File: src/rtl/core/cat_pkg.sv
// shared types, codes and helpers for the coalescing aging table
package cat_pkg;

   localparam int POS_W    = 16;
   localparam int AMT_W    = 24;
   localparam int LIFE_W   = 16;
   localparam int RADIUS_W = 35;
   localparam int CSR_IDX_W = 4;
   localparam int SQ_W     = 32;

   localparam logic [RADIUS_W-1:0] RADIUS_RESET   = 35'd147456;
   localparam logic [LIFE_W-1:0]   LIFETIME_RESET = 16'd1000;
   localparam logic [AMT_W-1:0]    AMOUNT_MAX     = 24'hFFFFFF;

   // register indexes on the csr port
   localparam logic [CSR_IDX_W-1:0] CSR_MERGE_RADIUS_SQ = 4'd0;
   localparam logic [CSR_IDX_W-1:0] CSR_ENTRY_LIFETIME  = 4'd1;

   // action codes reported with each result
   typedef enum logic [2:0] {
      ACT_MERGED  = 3'd0,
      ACT_NEW     = 3'd1,
      ACT_FOLDED  = 3'd2,
      ACT_IGNORED = 3'd3,
      ACT_TICK    = 3'd4
   } cat_action_type;

   // one table entry as stored in the entry memory
   typedef struct packed {
      logic signed [POS_W-1:0] pos_x;
      logic signed [POS_W-1:0] pos_y;
      logic [AMT_W-1:0]        amount;
      logic [LIFE_W-1:0]       life;
   } cat_entry_type;

   // saturating amount add
   function automatic logic [AMT_W-1:0] sat_add(input logic [AMT_W-1:0] a,
                                                input logic [AMT_W-1:0] b);
      logic [AMT_W:0] sum;
      begin
         sum = {1'b0, a} + {1'b0, b};
         sat_add = sum[AMT_W] ? AMOUNT_MAX : sum[AMT_W-1:0];
      end
   endfunction

endpackage

File: src/rtl/core/coalescing_aging_table.sv
// coalescing aging table: top level with sequencer, squaring unit and entry memory

// An add item scans the live entries through one squaring multiplier, in
// the steps x square, y square and distance compare per live entry, then
// writes the chosen entry in a final step; the result strobe follows. A
// zero-amount add, or a tick on an empty table, reports in the cycle after
// start. A tick walks the live entries from the top through the single
// memory read port, with a check step for every entry and a further move
// step for each expired entry that is replaced by the last entry. The
// result strobe rsp_valid is high for exactly one cycle and must be taken
// then; busy is already low in that cycle, so the next item may start at
// once. Configuration writes are taken at any time but belong to idle
// periods; csr_ready is always high.
module coalescing_aging_table
   import cat_pkg::*;
#(
   parameter int CAPACITY = 16
) (
   input  logic                       clock,
   input  logic                       reset,
   input  logic                       start,
   output logic                       busy,
   input  logic                       req_command,
   input  logic signed [POS_W-1:0]    req_pos_x,
   input  logic signed [POS_W-1:0]    req_pos_y,
   input  logic [AMT_W-1:0]           req_add_amount,
   input  logic [LIFE_W-1:0]          req_elapsed,
   output logic                       rsp_valid,
   output logic [2:0]                 rsp_action,
   output logic [3:0]                 rsp_slot,
   output logic [4:0]                 rsp_live_entries,
   output logic [4:0]                 rsp_removed,
   input  logic                       csr_valid,
   output logic                       csr_ready,
   input  logic [CSR_IDX_W-1:0]       csr_index,
   input  logic [RADIUS_W-1:0]        csr_wdata
);

   localparam int IDX_W = (CAPACITY > 1) ? $clog2(CAPACITY) : 1;
   localparam int OCC_W = $clog2(CAPACITY + 1);

   typedef enum logic [2:0] {
      ST_IDLE,
      ST_ADD_DX,
      ST_ADD_DY,
      ST_ADD_CMP,
      ST_ADD_WR,
      ST_TICK_CHK,
      ST_TICK_MV
   } state_type;

   state_type               state_ff, state_in;
   logic [RADIUS_W-1:0]     radius_ff, radius_in;
   logic [LIFE_W-1:0]       lifetime_ff, lifetime_in;
   logic [OCC_W-1:0]        occ_ff, occ_in;
   logic [OCC_W-1:0]        removed_ff, removed_in;
   logic [IDX_W-1:0]        idx_ff, idx_in;
   logic                    found_ff, found_in;
   logic [RADIUS_W-1:0]     best_d_ff, best_d_in;
   logic [IDX_W-1:0]        best_idx_ff, best_idx_in;
   cat_entry_type           best_ent_ff, best_ent_in;
   logic [IDX_W-1:0]        old_idx_ff, old_idx_in;
   cat_entry_type           old_ent_ff, old_ent_in;
   logic signed [POS_W-1:0] px_ff, px_in;
   logic signed [POS_W-1:0] py_ff, py_in;
   logic [AMT_W-1:0]        amt_ff, amt_in;
   logic [LIFE_W-1:0]       dt_ff, dt_in;
   logic [SQ_W-1:0]         sqx_ff, sqx_in;
   logic [SQ_W-1:0]         sqy_ff, sqy_in;
   logic                    rsp_valid_ff, rsp_valid_in;
   cat_action_type          rsp_action_ff, rsp_action_in;
   logic [3:0]              rsp_slot_ff, rsp_slot_in;
   logic [4:0]              rsp_live_ff, rsp_live_in;
   logic [4:0]              rsp_removed_ff, rsp_removed_in;

   // entry memory with one write and one registered read port
   cat_entry_type           entry_mem [CAPACITY];
   cat_entry_type           rdata_ff;
   logic                    mem_we;
   logic [IDX_W-1:0]        mem_waddr;
   cat_entry_type           mem_wdata;
   logic [IDX_W-1:0]        mem_raddr;

   // shared squaring unit and scan helpers
   logic signed [POS_W-1:0] sq_a;
   logic signed [POS_W-1:0] sq_b;
   logic signed [POS_W:0]   sq_diff;
   logic [POS_W:0]          sq_abs;
   logic [SQ_W-1:0]         sq_prod;
   logic [RADIUS_W-1:0]     dist_sq;
   logic [OCC_W-1:0]        occ_m1;
   logic [IDX_W-1:0]        last_idx;
   logic [LIFE_W-1:0]       new_life;
   logic                    tick_adv;
   cat_entry_type           ent_tmp;

   assign occ_m1   = occ_ff - OCC_W'(1);
   assign last_idx = occ_m1[IDX_W-1:0];

   // one multiplier squares |dx| or |dy| depending on the step
   assign sq_a    = (state_ff == ST_ADD_DY) ? rdata_ff.pos_y : rdata_ff.pos_x;
   assign sq_b    = (state_ff == ST_ADD_DY) ? py_ff : px_ff;
   assign sq_diff = {sq_a[POS_W-1], sq_a} - {sq_b[POS_W-1], sq_b};
   assign sq_abs  = sq_diff[POS_W] ? (~sq_diff + 1'b1) : sq_diff;
   assign sq_prod = sq_abs[POS_W-1:0] * sq_abs[POS_W-1:0];
   assign dist_sq = RADIUS_W'(sqx_ff) + RADIUS_W'(sqy_ff);
   assign new_life = (rdata_ff.life > dt_ff) ? (rdata_ff.life - dt_ff) : '0;

   // sequencer next-state logic
   always_comb begin
      state_in       = state_ff;
      radius_in      = radius_ff;
      lifetime_in    = lifetime_ff;
      occ_in         = occ_ff;
      removed_in     = removed_ff;
      idx_in         = idx_ff;
      found_in       = found_ff;
      best_d_in      = best_d_ff;
      best_idx_in    = best_idx_ff;
      best_ent_in    = best_ent_ff;
      old_idx_in     = old_idx_ff;
      old_ent_in     = old_ent_ff;
      px_in          = px_ff;
      py_in          = py_ff;
      amt_in         = amt_ff;
      dt_in          = dt_ff;
      sqx_in         = sqx_ff;
      sqy_in         = sqy_ff;
      rsp_valid_in   = 1'b0;
      rsp_action_in  = rsp_action_ff;
      rsp_slot_in    = rsp_slot_ff;
      rsp_live_in    = rsp_live_ff;
      rsp_removed_in = rsp_removed_ff;
      mem_we         = 1'b0;
      mem_waddr      = idx_ff;
      mem_wdata      = rdata_ff;
      mem_raddr      = idx_ff;
      tick_adv       = 1'b0;
      ent_tmp        = best_ent_ff;

      // register writes
      if (csr_valid) begin
         case (csr_index)
            CSR_MERGE_RADIUS_SQ: radius_in = csr_wdata;
            CSR_ENTRY_LIFETIME:  lifetime_in = csr_wdata[LIFE_W-1:0];
            default: ;
         endcase
      end

      case (state_ff)
         ST_IDLE: begin
            if (start) begin
               px_in  = req_pos_x;
               py_in  = req_pos_y;
               amt_in = req_add_amount;
               dt_in  = req_elapsed;
               if (req_command) begin
                  // tick walks from the highest live index down
                  removed_in = '0;
                  if (occ_ff == '0) begin
                     rsp_valid_in   = 1'b1;
                     rsp_action_in  = ACT_TICK;
                     rsp_slot_in    = '0;
                     rsp_live_in    = 5'(occ_ff);
                     rsp_removed_in = '0;
                  end else begin
                     idx_in    = last_idx;
                     mem_raddr = last_idx;
                     state_in  = ST_TICK_CHK;
                  end
               end else if (req_add_amount == '0) begin
                  rsp_valid_in   = 1'b1;
                  rsp_action_in  = ACT_IGNORED;
                  rsp_slot_in    = '0;
                  rsp_live_in    = 5'(occ_ff);
                  rsp_removed_in = '0;
               end else begin
                  found_in  = 1'b0;
                  best_d_in = radius_ff;
                  idx_in    = '0;
                  mem_raddr = '0;
                  state_in  = (occ_ff == '0) ? ST_ADD_WR : ST_ADD_DX;
               end
            end
         end

         ST_ADD_DX: begin
            sqx_in   = sq_prod;
            state_in = ST_ADD_DY;
         end

         ST_ADD_DY: begin
            sqy_in   = sq_prod;
            state_in = ST_ADD_CMP;
         end

         ST_ADD_CMP: begin
            // nearest entry inside the radius, lowest index on ties
            if (dist_sq < best_d_ff) begin
               best_d_in   = dist_sq;
               best_idx_in = idx_ff;
               best_ent_in = rdata_ff;
               found_in    = 1'b1;
            end
            // least life seen so far, first on ties
            if ((idx_ff == '0) || (rdata_ff.life < old_ent_ff.life)) begin
               old_idx_in = idx_ff;
               old_ent_in = rdata_ff;
            end
            if (OCC_W'(idx_ff) == occ_m1) begin
               state_in = ST_ADD_WR;
            end else begin
               idx_in    = idx_ff + 1'b1;
               mem_raddr = idx_ff + 1'b1;
               state_in  = ST_ADD_DX;
            end
         end

         ST_ADD_WR: begin
            mem_we         = 1'b1;
            rsp_valid_in   = 1'b1;
            rsp_removed_in = '0;
            if (found_ff) begin
               ent_tmp        = best_ent_ff;
               ent_tmp.amount = sat_add(best_ent_ff.amount, amt_ff);
               ent_tmp.life   = lifetime_ff;
               mem_waddr      = best_idx_ff;
               rsp_action_in  = ACT_MERGED;
               rsp_slot_in    = 4'(best_idx_ff);
            end else if (occ_ff == OCC_W'(CAPACITY)) begin
               ent_tmp        = old_ent_ff;
               ent_tmp.amount = sat_add(old_ent_ff.amount, amt_ff);
               mem_waddr      = old_idx_ff;
               rsp_action_in  = ACT_FOLDED;
               rsp_slot_in    = 4'(old_idx_ff);
            end else begin
               ent_tmp.pos_x  = px_ff;
               ent_tmp.pos_y  = py_ff;
               ent_tmp.amount = amt_ff;
               ent_tmp.life   = lifetime_ff;
               mem_waddr      = occ_ff[IDX_W-1:0];
               occ_in         = occ_ff + 1'b1;
               rsp_action_in  = ACT_NEW;
               rsp_slot_in    = 4'(occ_ff);
            end
            mem_wdata   = ent_tmp;
            rsp_live_in = 5'(occ_in);
            state_in    = ST_IDLE;
         end

         ST_TICK_CHK: begin
            if (new_life != '0) begin
               ent_tmp      = rdata_ff;
               ent_tmp.life = new_life;
               mem_we       = 1'b1;
               mem_wdata    = ent_tmp;
               tick_adv     = 1'b1;
            end else begin
               removed_in = removed_ff + 1'b1;
               if (idx_ff == last_idx) begin
                  occ_in   = occ_m1;
                  tick_adv = 1'b1;
               end else begin
                  // fetch the last entry to fill this slot
                  mem_raddr = last_idx;
                  state_in  = ST_TICK_MV;
               end
            end
         end

         ST_TICK_MV: begin
            mem_we    = 1'b1;
            mem_wdata = rdata_ff;
            occ_in    = occ_m1;
            tick_adv  = 1'b1;
         end

         default: state_in = ST_IDLE;
      endcase

      // step the tick walk down or finish it
      if (tick_adv) begin
         if (idx_ff == '0) begin
            rsp_valid_in   = 1'b1;
            rsp_action_in  = ACT_TICK;
            rsp_slot_in    = '0;
            rsp_live_in    = 5'(occ_in);
            rsp_removed_in = 5'(removed_in);
            state_in       = ST_IDLE;
         end else begin
            idx_in    = idx_ff - 1'b1;
            mem_raddr = idx_ff - 1'b1;
            state_in  = ST_TICK_CHK;
         end
      end
   end

   // state and registered outputs
   always_ff @(posedge clock) begin
      removed_ff     <= removed_in;
      idx_ff         <= idx_in;
      found_ff       <= found_in;
      best_d_ff      <= best_d_in;
      best_idx_ff    <= best_idx_in;
      best_ent_ff    <= best_ent_in;
      old_idx_ff     <= old_idx_in;
      old_ent_ff     <= old_ent_in;
      px_ff          <= px_in;
      py_ff          <= py_in;
      amt_ff         <= amt_in;
      dt_ff          <= dt_in;
      sqx_ff         <= sqx_in;
      sqy_ff         <= sqy_in;
      rsp_action_ff  <= rsp_action_in;
      rsp_slot_ff    <= rsp_slot_in;
      rsp_live_ff    <= rsp_live_in;
      rsp_removed_ff <= rsp_removed_in;
      if (reset) begin
         state_ff     <= ST_IDLE;
         radius_ff    <= RADIUS_RESET;
         lifetime_ff  <= LIFETIME_RESET;
         occ_ff       <= '0;
         rsp_valid_ff <= 1'b0;
      end else begin
         state_ff     <= state_in;
         radius_ff    <= radius_in;
         lifetime_ff  <= lifetime_in;
         occ_ff       <= occ_in;
         rsp_valid_ff <= rsp_valid_in;
      end
   end

   // entry memory
   always_ff @(posedge clock) begin
      if (mem_we) begin
         entry_mem[mem_waddr] <= mem_wdata;
      end
      rdata_ff <= entry_mem[mem_raddr];
   end

   assign busy             = (state_ff != ST_IDLE);
   assign csr_ready        = 1'b1;
   assign rsp_valid        = rsp_valid_ff;
   assign rsp_action       = rsp_action_ff;
   assign rsp_slot         = rsp_slot_ff;
   assign rsp_live_entries = rsp_live_ff;
   assign rsp_removed      = rsp_removed_ff;

   // occupancy never exceeds the table size
   a_occ_bound: assert property (@(posedge clock) disable iff (reset)
      occ_ff <= OCC_W'(CAPACITY))
      else $error("occupancy above capacity");

   // a result is only shown once the sequencer is back to idle
   a_rsp_idle: assert property (@(posedge clock) disable iff (reset)
      rsp_valid |-> !busy)
      else $error("result while busy");

   // adds never report expired entries
   a_add_removed: assert property (@(posedge clock) disable iff (reset)
      (rsp_valid && (rsp_action != ACT_TICK)) |-> (rsp_removed == '0))
      else $error("add reported removed entries");

   // a tick walk starts with a cleared removal count
   a_tick_count: assert property (@(posedge clock) disable iff (reset)
      (busy && !$past(busy) && (state_ff == ST_TICK_CHK)) |-> (removed_ff == '0))
      else $error("tick removal count not cleared");

endmodule
File: config.mk
export PLATFORM = sky130hd
export DESIGN_NAME = coalescing_aging_table
export DESIGN_NICKNAME = d
export VERILOG_FILES = /design/src/rtl/core/cat_pkg.sv /design/src/rtl/core/coalescing_aging_table.sv
export SDC_FILE = /design/constraint.sdc
export NUM_CORES = 2
export LEC_CHECK = 0
export BUFFER_PORTS_ARGS = -buffer_cell sky130_fd_sc_hd__buf_2
export CORE_ASPECT_RATIO = 2
export CORE_MARGIN = 2
export CORE_UTILIZATION = 40
export DETAILED_ROUTE_END_ITERATION = 8
export GPL_ROUTABILITY_DRIVEN = 0
export PLACE_DENSITY = 0.54
export SYNTH_ARGS = -nofsm -noshare
export SYNTH_HDL_FRONTEND = slang
export SYNTH_SLANG_ARGS = --single-unit
File: constraint.sdc
create_clock -name clock -period 15.4 [get_ports clock]
set_input_delay 2.31 -clock clock [delete_from_list [all_inputs] [get_ports clock]]
set_output_delay 2.31 -clock clock [all_outputs]
set_load 0.02 [all_outputs]
==> results.sh <==
export IMPL_required_ps=15840
export IMPL_cp_arrival_ps=12490
export IMPL_synthesis_area_um2=56500
export IMPL_tightest_slew_ps=1380
export IMPL_cts_resized=0
export IMPL_wl_met3_mm=6.67
export IMPL_grt_pass1_vias=37631
export IMPL_grt_antenna_before_repair=5
export IMPL_drt_iter0_markers=2737
export IMPL_wl_met1_mm=62.2
export IMPL_yosys_warnings=0
export IMPL_clkSinkCount=1136
export IMPL_yosys_top_cells_area="edfxtp_1 (53%), fa_1 (5.9%), dfxtp_1 (4.7%)"
export IMPL_cts_root_buf="clkbuf_16"
export IMPL_viasPerCell=5.60
export IMPL_area_delta_synth_final_pct=11.4
export IMPL_ys_flop_type="edfxtp_1"
export IMPL_drive_gt1_share_pct=12.8
export IMPL_async_flop_share_pct=0
export IMPL_crit_end="sqx_ff[31]$_DFFE_PN_"
export IMPL_pre_cts_ws_ps=3380
export IMPL_io_buffer_count=134
export IMPL_slowest_delay_ps=680
export IMPL_ys_seq_area_share_pct=58.0
export IMPL_cts_buffers=97
export IMPL_reg2reg_to="sqx_ff[31]$_DFFE_PN_"
export IMPL_cap_violations=0
export IMPL_tns_ps=0
export IMPL_place_area_um2=59700
export IMPL_critPathTopFamily="adder cells"
export IMPL_relSlewSlack_pct=8.25
export IMPL_die_h_um=536
export IMPL_stdcell_area_um2=63000
export IMPL_grt_start_max_net_pins=127
export IMPL_r2r_start="state_ff[0]$_SDFFE_PP0P_"
export IMPL_drt_wl_total_mm=167
export IMPL_fin_skew_ps=25.8
export IMPL_die_w_um=270
export IMPL_cp_max_fo=26
export IMPL_hpwlAfterDp_mm=107
export IMPL_fin_nets=5078
export IMPL_cts_path_max_buffers=3
export IMPL_h_tree_depth=3
export IMPL_path_buf_inv=9
export IMPL_synth_cell_types=94
export IMPL_clk_latency_ps=710
export IMPL_grt_pass1_wl_mm=245
export IMPL_crit_slowest_cell="dfxtp_1"
export IMPL_avgSynthCellArea_um2=12.6
export IMPL_hold_viol_final=0
export IMPL_cp_startpoint="state_ff[0]$_SDFFE_PP0P_"
export IMPL_vias=36594
export IMPL_criticalPathCategory="reg -> reg"
export IMPL_slew_viol_final=0
export IMPL_drc=0
export IMPL_overflow=0
export IMPL_period_needed_ps=12050
export IMPL_synth_seq_cells=1136
export IMPL_post_cts_buffers=0
export IMPL_whs_ps=452
export IMPL_tritoncts="yes"
export IMPL_rows=195
export IMPL_setup_slack_ps=3350
export IMPL_synth_fp_nets=4968
export IMPL_clk_pin_slew_ps=80
export IMPL_post_drt_wl_per_cell_um=25.5
export IMPL_syn_inst=4471
export IMPL_ant_nets=0
export IMPL_critical_path_depth=41
export IMPL_timing_fmax_mhz=83.0
export IMPL_highest_layer="met5"
export IMPL_drtPass1Iterations=5
export IMPL_gr_usage_all_layers_pct=22.9
export IMPL_wl_met2_mm=88.9
export IMPL_r2r_cells=41
export IMPL_synth_edff_count=1002
export IMPL_fp_coreArea_um2=141000
export IMPL_critPathLaunchType="flip-flop"
export IMPL_rsz0062_at_grt="false"
export IMPL_cp_end_kind="flip-flop"
export IMPL_hp_class="reg -> reg"
export IMPL_initial_core_util_pct=40.2
export IMPL_synth_largest_area_cell="edfxtp_1"
export IMPL_status="finished clean"
export IMPL_setup_viol=0
export IMPL_yosys_area_top_type_share_pct=53.2
export IMPL_io_pins=136
export IMPL_cts_hold_buf=0
export IMPL_die_area_um2=145000
export IMPL_r2r_slack_ps=3350
export IMPL_period_share_pct=78.3
==> tightest hold or removal path, cell delays in order (launching register included) <==
cell	delay, ps
dfxtp_1	310
nand3_1	60
nand2_1	40
==> routing by layer <==
layer	global-route usage (%)	vias to the layer above
met5	0	-
met4	11.2	4
met3	2.29	328
met2	43.2	983
met1	25.5	18669
li1	-	16610
==> state kept, by name, summed over array words and instances, names as in the netlist, 4 cells and up <==
name / cells
sqx_ff: 31
best_ent_ff: 32
rsp_removed: 5
old_ent_ff: 48
px_ff: 16
old_idx_ff: 4
idx_ff: 4
sqy_ff: 31
rdata_ff: 48
best_idx_ff: 4
removed_ff: 5
radius_ff: 35
rsp_slot: 4
occ_ff: 5
dt_ff: 16
rsp_live_entries: 5
entry_mem: 768
lifetime_ff: 16
py_ff: 16
best_d_ff: 35
==> cell usage after synthesis (all sizes together) (65+ instances only) <==
library cell,number
a211oi,114
a21oi,186
and3,151
buf,66
clkbuf,168
dfxtp,134
edfxtp,1002
fa,167
ha,214
inv,341
mux2,110
mux2i,111
nand2,533
nor2,189
o211ai,89
o21ai,106
xnor2,65
==> stage by stage <==
stage	util, %	cells
finish	44.7	6537
CTS	44.7	6535
global route	44.7	6536
detailed placement	42.4	6353
global placement	42.4	6353
floorplan	-	4471
==> worst min path at each step <==
stage	end	startpoint	cells after the start
final	rsp_removed[0]$_DFF_P_	rsp_removed[0]$_DFF_P_	2
after global routing	radius_ff[26]$_SDFFE_PP0P_	radius_ff[26]$_SDFFE_PP0P_	2
after CTS	rsp_removed[0]$_DFF_P_	rsp_removed[0]$_DFF_P_	2
after detailed placement	rsp_removed[0]$_DFF_P_	rsp_removed[0]$_DFF_P_	2
after global placement	radius_ff[34]$_SDFFE_PP0P_	radius_ff[34]$_SDFFE_PP0P_	2
after floorplan	best_idx_ff[2]$_DFFE_PP_	idx_ff[2]$_DFF_P_	0
==> cells by family (layout without fill, tap and decap cells) <==
family / Yosys count / after routing / synth area share (%)
DFF: 1136 / 1136 / 58.0
and+or+nand+nor: 1135 / 1135 / 9.46
AOI/OAI and AO/OA: 879 / 879 / 10.9
buffers and inverters: 581 / 774 / 4.05
adders and majority gates: 381 / 381 / 10.6
muxes: 246 / 246 / 5.15
xor gates and xnor gates: 112 / 112 / 1.81
other: 1 / 3 / 0.00663
==> final cells by class <==
| cell class | instances | area, um^2 |
|---|---|---|
| Sequential cell | 1136 | 32800 |
| Multi-Input combinational cell | 2754 | 21800 |
| Timing Repair Buffer | 245 | 1520 |
| Clock buffer | 140 | 2760 |
| Antenna cell | 2 | 5.00 |
| Fill cell | 12876 | 77800 |
| Tap cell | 1871 | 2340 |
| Clock inverter | 42 | 492 |
| Inverter | 347 | 1300 |
==> placed cells by master, fill, tap and decap left out, drive strengths merged, types with 43 or more instances in the layout <==
| cell | instances |
|---|---|
| a21oi | 186 |
| edfxtp | 1002 |
| o21ai | 106 |
| nand2 | 533 |
| a31oi | 51 |
| xnor2 | 65 |
| mux2 | 110 |
| xor2 | 44 |
| dfxtp | 134 |
| o211ai | 89 |
| buf | 245 |
| a221o | 46 |
| inv | 346 |
| ha | 214 |
| a211oi | 114 |
| fa | 167 |
| clkbuf | 140 |
| a311oi | 43 |
| mux2i | 111 |
| and3 | 151 |
| a21o | 48 |
| nor2 | 189 |
Power is not shown: default switching activity piles up to over one toggle a cycle in this logic, so the estimate is an artifact.
